==> src/hw/rtl/abmf_pkg.sv <==
// Shared types, constants and codes for the ARP IP-to-MAC binding filter.
package abmf_pkg;

   // Table geometry and field widths.
   localparam int BUCKETS      = 256;
   localparam int BUCKET_W     = $clog2(BUCKETS);
   localparam int BUCKET_LSB   = 24;
   localparam int IP_W         = 32;
   localparam int MAC_W        = 48;
   localparam int COUNT_W      = 64;
   localparam int DEFAULT_WAYS = 4;

   // Depth of the command queue and of the response queue.
   localparam int Q_DEPTH = 2;
   localparam int QPTR_W  = $clog2(Q_DEPTH);
   localparam int QCNT_W  = $clog2(Q_DEPTH + 1);

   // Operation codes.
   localparam logic OP_ADD   = 1'b0;
   localparam logic OP_CHECK = 1'b1;

   // Mode register codes.
   localparam logic [1:0] MODE_OFF         = 2'd0;
   localparam logic [1:0] MODE_LOG         = 2'd1;
   localparam logic [1:0] MODE_ENFORCE     = 2'd2;
   localparam logic [1:0] MODE_LOG_ENFORCE = 2'd3;

   // Verdict codes.
   localparam logic VERDICT_ACCEPT = 1'b0;
   localparam logic VERDICT_DROP   = 1'b1;

   // Status codes.
   localparam logic [2:0] ST_NOT_ENFORCED = 3'd0;
   localparam logic [2:0] ST_MATCH        = 3'd1;
   localparam logic [2:0] ST_IP_UNBOUND   = 3'd2;
   localparam logic [2:0] ST_MAC_MISMATCH = 3'd3;
   localparam logic [2:0] ST_UPDATED      = 3'd4;
   localparam logic [2:0] ST_INSERTED     = 3'd5;
   localparam logic [2:0] ST_BUCKET_FULL  = 3'd6;

   // One request as it arrives on the input channel.
   typedef struct packed {
      logic             op;
      logic [IP_W-1:0]  ip;
      logic [MAC_W-1:0] mac;
   } req_type;

   // One response as it leaves on the result channel.
   typedef struct packed {
      logic               verdict;
      logic [2:0]         status;
      logic [COUNT_W-1:0] packets_seen;
   } rsp_type;

   // A classified request handed from the front end to the engine.
   typedef struct packed {
      req_type req;
      logic    enforce;
   } cmd_type;

   // Engine sequencer states.
   typedef enum logic [1:0] {
      BK_CLEAR,
      BK_IDLE,
      BK_EVAL
   } bk_state_type;

endpackage

==> src/hw/rtl/abmf_front.sv <==
// Front end: mode register, request classification and the command queue.
module abmf_front (
   input  logic              clock,
   input  logic              reset,
   input  logic              req_push,
   output logic              req_full,
   input  abmf_pkg::req_type req_data,
   input  logic              csr_valid,
   output logic              csr_ready,
   input  logic [1:0]        csr_data,
   input  logic              clear_busy,
   output logic              cmd_valid,
   input  logic              cmd_pop,
   output abmf_pkg::cmd_type cmd_data
);

   logic [1:0]                     mode_ff;
   abmf_pkg::cmd_type              q_ff [abmf_pkg::Q_DEPTH];
   logic [abmf_pkg::QPTR_W-1:0]    wr_ptr_ff, wr_ptr_in;
   logic [abmf_pkg::QPTR_W-1:0]    rd_ptr_ff, rd_ptr_in;
   logic [abmf_pkg::QCNT_W-1:0]    count_ff, count_in;
   logic                           push_ok;
   logic                           pop_ok;
   abmf_pkg::cmd_type              cmd_new;

   // The mode register takes every write at once.
   assign csr_ready = 1'b1;

   always_ff @(posedge clock) begin
      if (reset) begin
         mode_ff <= abmf_pkg::MODE_OFF;
      end else if (csr_valid && csr_ready) begin
         mode_ff <= csr_data;
      end
   end

   // Classify the request: enforcement is decided by the mode at acceptance.
   always_comb begin
      cmd_new.req     = req_data;
      cmd_new.enforce = (mode_ff >= abmf_pkg::MODE_ENFORCE);
   end

   // The queue refuses requests while the table is being cleared.
   assign req_full  = clear_busy ||
                      (count_ff == abmf_pkg::QCNT_W'(abmf_pkg::Q_DEPTH));
   assign push_ok   = req_push && !req_full;
   assign cmd_valid = (count_ff != '0);
   assign pop_ok    = cmd_pop && cmd_valid;
   assign cmd_data  = q_ff[rd_ptr_ff];

   // Pointer and fill count updates.
   always_comb begin
      wr_ptr_in = wr_ptr_ff;
      rd_ptr_in = rd_ptr_ff;
      count_in  = count_ff;
      if (push_ok) begin
         wr_ptr_in = (wr_ptr_ff == abmf_pkg::QPTR_W'(abmf_pkg::Q_DEPTH - 1)) ?
                     '0 : wr_ptr_ff + 1'b1;
      end
      if (pop_ok) begin
         rd_ptr_in = (rd_ptr_ff == abmf_pkg::QPTR_W'(abmf_pkg::Q_DEPTH - 1)) ?
                     '0 : rd_ptr_ff + 1'b1;
      end
      if (push_ok && !pop_ok) begin
         count_in = count_ff + 1'b1;
      end else if (pop_ok && !push_ok) begin
         count_in = count_ff - 1'b1;
      end
   end

   always_ff @(posedge clock) begin
      if (reset) begin
         wr_ptr_ff <= '0;
         rd_ptr_ff <= '0;
         count_ff  <= '0;
      end else begin
         wr_ptr_ff <= wr_ptr_in;
         rd_ptr_ff <= rd_ptr_in;
         count_ff  <= count_in;
      end
   end

   // Queue storage needs no reset.
   always_ff @(posedge clock) begin
      if (push_ok) begin
         q_ff[wr_ptr_ff] <= cmd_new;
      end
   end

endmodule

==> config.mk <==
export PLATFORM = sky130hd
export DESIGN_NAME = abmf_front
export DESIGN_NICKNAME = d
export VERILOG_FILES = /design/src/hw/rtl/abmf_pkg.sv /design/src/hw/rtl/abmf_front.sv
export SDC_FILE = /design/constraint.sdc
export NUM_CORES = 1
export LEC_CHECK = 0
export ABC_AREA = 1
export BUFFER_PORTS_ARGS = -buffer_cell sky130_fd_sc_hd__buf_2
export CAP_MARGIN = 20
export CORE_MARGIN = 5
export CORE_UTILIZATION = 36
export DETAILED_ROUTE_END_ITERATION = 12
export PLACE_DENSITY_LB_ADDON = 0.15
export SETUP_SLACK_MARGIN = 0.5
export SLEW_MARGIN = 20
export SYNTH_ARGS = -nofsm -noshare
export SYNTH_HDL_FRONTEND = slang
export SYNTH_SLANG_ARGS = --single-unit
==> constraint.sdc <==
create_clock -name clock -period 5 [get_ports clock]
set_input_delay 0.75 -clock clock [delete_from_list [all_inputs] [get_ports clock]]
set_output_delay 0.75 -clock clock [all_outputs]
set_load 0.01 [all_outputs]
======== Word-level counts from Yosys, hierarchy flattened ========
Memory sizes are Yosys's and may differ from the RTL's. A register that Yosys moved wholly into a read port is not among the register bits.
Index checks and enable logic that the tools add are counted.
storage, ports and cells
  input bits .............................. 89
  RAM bits ................................ 164
  memories ................................ 1
  flip-flop bits (word level) ............. 6
  word-level logic and storage cells ...... 29
memories
  memory  words  width  read ports  clocked after Yosys merged registers in  write ports  RTL line          source
  q_ff    2      82     1           1                                        1            abmf_front.sv:18  abmf_pkg::cmd_type q_ff [abmf_pkg::Q_DEPTH];
cells by class
  eq/ne operators ......................... 1
  add/subtract/negate cells ............... 4
  mux-type cells .......................... 8
  magnitude comparators ................... 1
  reductions and logical operators ........ 10
operator list
  cell                   count
  $mux W1                6
  $logic_and A1 B1 Y1    4
  $mux W2                2
  $reduce_bool A2 Y1     2
  $logic_not A1 Y1       3
  $add A1 B1 Y1 const B  2
  $add A2 B1 Y2 const B  1
  $eq A2 B2 Y1 const B   1
  $ge A2 B2 Y1 const B   1
  $sub A2 B1 Y2 const B  1
  $logic_or A1 B1 Y1     1

======== Depth between registers and ports, before layout ========
  depth after elaboration ................. 8
  depth in mapped cells ................... 11

======== Worst setup path before layout ========
No wires, ideal clock.
  kind .................................... input -> register
  start ................................... input clear_busy
  end ..................................... memory q_ff[0][0] in the netlist's numbering, enable pin
  path buffers ............................ 0
  setup slack ............................. 0.116 ns
  data arrival time ....................... 4.361 ns
  stages on the path ...................... 3
  library setup time ...................... 0.523 ns
  cell sequence ........................... inv_1 -> nand3_1 -> nor2_1
on the way
  cells in the longest elaborated chain, start to end .. 5
RTL lines
  element                        RTL line          source
  start: declaration             abmf_front.sv:11  input logic clear_busy,
  $logic_or A1 B1 Y1             abmf_front.sv:44  assign req_full = clear_busy ||
  $logic_not A1 Y1               abmf_front.sv:46  assign push_ok = req_push && !req_full;
  $logic_and A1 B1 Y1            abmf_front.sv:46
  $mux W1                        abmf_front.sv:85  if (push_ok) begin
  $mux W1 (not written as such)  abmf_front.sv:86  q_ff[wr_ptr_ff] <= cmd_new;
  end: declaration               abmf_front.sv:18
No other way between the ends.

==> flow_metrics.env <==
export IMPL_fin_area_mm2=0.00820
export IMPL_rsz0062_at_grt="no"
export IMPL_die_w_um=146
export IMPL_fin_util=0.455
export IMPL_grt_overflow_total=0
export IMPL_grt_pass1_vias=3476
export IMPL_syn_cell_area_mm2=0.00662
export IMPL_relSlewSlack=0.386
export IMPL_worstMarginPinSlew_ns=0.921
export IMPL_portBuffers=171
export IMPL_place_area_mm2=0.00763
export IMPL_htree_levels=4
export IMPL_arrival_ns=1.90
export IMPL_ios=174
export IMPL_final_cells=730
export IMPL_met1Wirelength_um=5180
export IMPL_routed_wirelength_um=12300
export IMPL_synth_nets=393
export IMPL_r2r_slack_ns=2.70
export IMPL_synth_cell_types=17
export IMPL_grt_pass1_wl_um=19000
export IMPL_slowest_delay_ns=0.60
export IMPL_tns_ns=0
export IMPL_cts_resized=0
export IMPL_die_area_mm2=0.0212
export IMPL_rr_worst_depth=5
export IMPL_finalSetupViolCount=0
export IMPL_avgSynthCellArea_um2=21.9
export IMPL_yosysWarnings=0
export IMPL_clock_sinks=170
export IMPL_finalHoldViolations=0
export IMPL_drive_above_1_share=0.575
export IMPL_diodes=0
export IMPL_min_path_type="reg2reg"
export IMPL_cp_cell_sequence="buf_4, mux2_4, buf_2"
export IMPL_post_route_min_period_ns=2.65
export IMPL_ys_ff_latch=170
export IMPL_crit_path_max_fanout=19
export IMPL_min_delay_start="mode_ff[1]$_SDFFE_PP0P_"
export IMPL_p_per_area_mw_per_mm2=428
export IMPL_clk_pin_slew_ns=0.06
export IMPL_gp_congestion=0.652
export IMPL_syn_inst=303
export IMPL_antenna_found_initial=2
export IMPL_leakage_nw=3.22
export IMPL_drc=0
export IMPL_start_util=0.367
export IMPL_via_per_inst=4.46
export IMPL_drt_iter0_drc=126
export IMPL_cts_buffer_depth=2
export IMPL_drt_pass1_iterations=4
export IMPL_cpMaxStageDelayCell="dfxtp_4"
export IMPL_fin_nets=578
export IMPL_start_kind="register"
export IMPL_wl_met2_um=5980
export IMPL_grt_util_all_layers=0.117
export IMPL_antenna_left=0
export IMPL_post_cts_repair_setup_buffers=0
export IMPL_path_class="reg2out"
export IMPL_wl_per_cell_um=16.9
export IMPL_fillCellCount=1614
export IMPL_row_count=49
export IMPL_whs_endpoint="q_ff[1][0]$_DFFE_PP_"
export IMPL_routed_top_layer="met5"
export IMPL_wl_met3_um=922
export IMPL_holdPathStages=0
export IMPL_cts_buffers=17
export IMPL_yosysSeqAreaShare=0.762
export IMPL_reg2reg_to="q_ff[1][24]$_DFFE_PP_"
export IMPL_ctsHoldBuffers=0
export IMPL_die_height_um=146
export IMPL_syn2layout_area_growth_pct=23.8
export IMPL_reg2reg_from="count_ff[0]$_SDFFE_PP0P_"
export IMPL_clk_latency_ns=0.42
export IMPL_cts_tree="built"
export IMPL_core_area_mm2=0.0180
export IMPL_period_share=0.530
export IMPL_maxCapViolations=0
export IMPL_clockRootBuffer="clkbuf_16"
export IMPL_num_vias=3253
export IMPL_ir_worst_vdd_mv=0.231
export IMPL_dp_cells=697
export IMPL_cp_end_kind="output pin"
export IMPL_grt_max_degree=54
export IMPL_p_total_w=0.00351
export IMPL_maxSlewViolCount=0
export IMPL_skew_ns=0.00493
export IMPL_required_ns=4.25
export IMPL_hpwl_um=8020
export IMPL_status="complete, no violations"
export IMPL_max_freq_mhz=377
-- critical path, delay by kind of cell (launching register included) --
family                 cells  cell delay (ns)
buffers and inverters      2             0.53
DFF                        1             0.60
muxes                      1             0.33
-- synthesized netlist by cell type --
| master | number | area share |
|---|---|---|
| a21oi_1 | 2 | 0.0015 |
| buf_12 | 8 | 0.024 |
| buf_4 | 1 | 0.0011 |
| buf_6 | 1 | 0.0017 |
| clkbuf_1 | 1 | 0.00057 |
| conb_1 | 1 | 0.00057 |
| dfxtp_1 | 6 | 0.018 |
| edfxtp_1 | 164 | 0.74 |
| ha_1 | 1 | 0.0019 |
| inv_1 | 11 | 0.0062 |
| mux2_2 | 2 | 0.0034 |
| mux2_4 | 80 | 0.18 |
| nand2_1 | 11 | 0.0062 |
| nand3_1 | 3 | 0.0023 |
| nand4_1 | 2 | 0.0019 |
| nor2_1 | 7 | 0.0040 |
| o21ai_0 | 2 | 0.0015 |
-- layout by cell type (no fill, tap or decap), types with 4 or more instances in the layout --
cell	count
nand2_1	11
clkbuf_1	4
dfxtp_1	5
clkbuf_16	17
edfxtp_1	164
mux2_4	80
inv_1	10
buf_4	5
clkinvlp_4	4
buf_2	171
nor2_1	6
-- layout make-up --
cell class,count,area (um^2),share of cell area
Clock buffer,21,440,0.0537
Clock inverter,11,98.8,0.0121
Timing Repair Buffer,177,921,0.112
Inverter,11,42.5,0.00519
Tap cell,229,287,0.0349
Sequential cell,170,5050,0.616
Multi-Input combinational cell,111,1360,0.166
-- sequential cells by signal, indices dropped and copies added (netlist names), named ones only --
signal and count:
count_ff 2, wr_ptr_ff 1, rd_ptr_ff 1, mode_ff 1, q_ff 164
-- worst max path at each step --
stage / end / cells past startpoint
6_report: cmd_data[13] / 3
5_1_grt: cmd_data[55] / 3
4_1_cts: cmd_data[55] / 3
3_5_place_dp: cmd_data[55] / 3
3_3_place_gp: cmd_data[55] / 3
2_1_floorplan: q_ff[0][0]$_DFFE_PP_ / 3
-- per-stage QoR --
step | setup WS, ns | hold WS, ns
after floorplan | 1.49 | 0.465
after global placement | 2.19 | 0.433
after detailed placement | 2.18 | 0.440
after CTS | 1.72 | 0.455
after global routing | 2.22 | 0.471
final | 2.35 | 0.450
-- where the power goes --
part	leakage (nW)	switching, W	internal (W)
Combinational	1.41	0.000292	0.000320
Sequential	1.55	0.0000402	0.00166
Clock	0.249	0.000514	0.000683
Total	3.22	0.000846	0.00266
-- layer usage --
layer	vias up	global-route usage
li1	1537	-
met3	19	0.0455
met4	4	0.0490
met1	1569	0.140
met2	124	0.188
met5	-	0
-- logic make-up after synthesis --
family                     count (synthesis)  share of synthesized area
DFF                                      170                      0.762
muxes                                     82                      0.185
and+or+nand+nor                           23                     0.0144
buffers and inverters                     22                     0.0338
AOI/OAI and AO/OA                          4                    0.00302
adders and majority gates                  1                    0.00189
other                                      1                   0.000566
(Power assumes the default switching activity.)
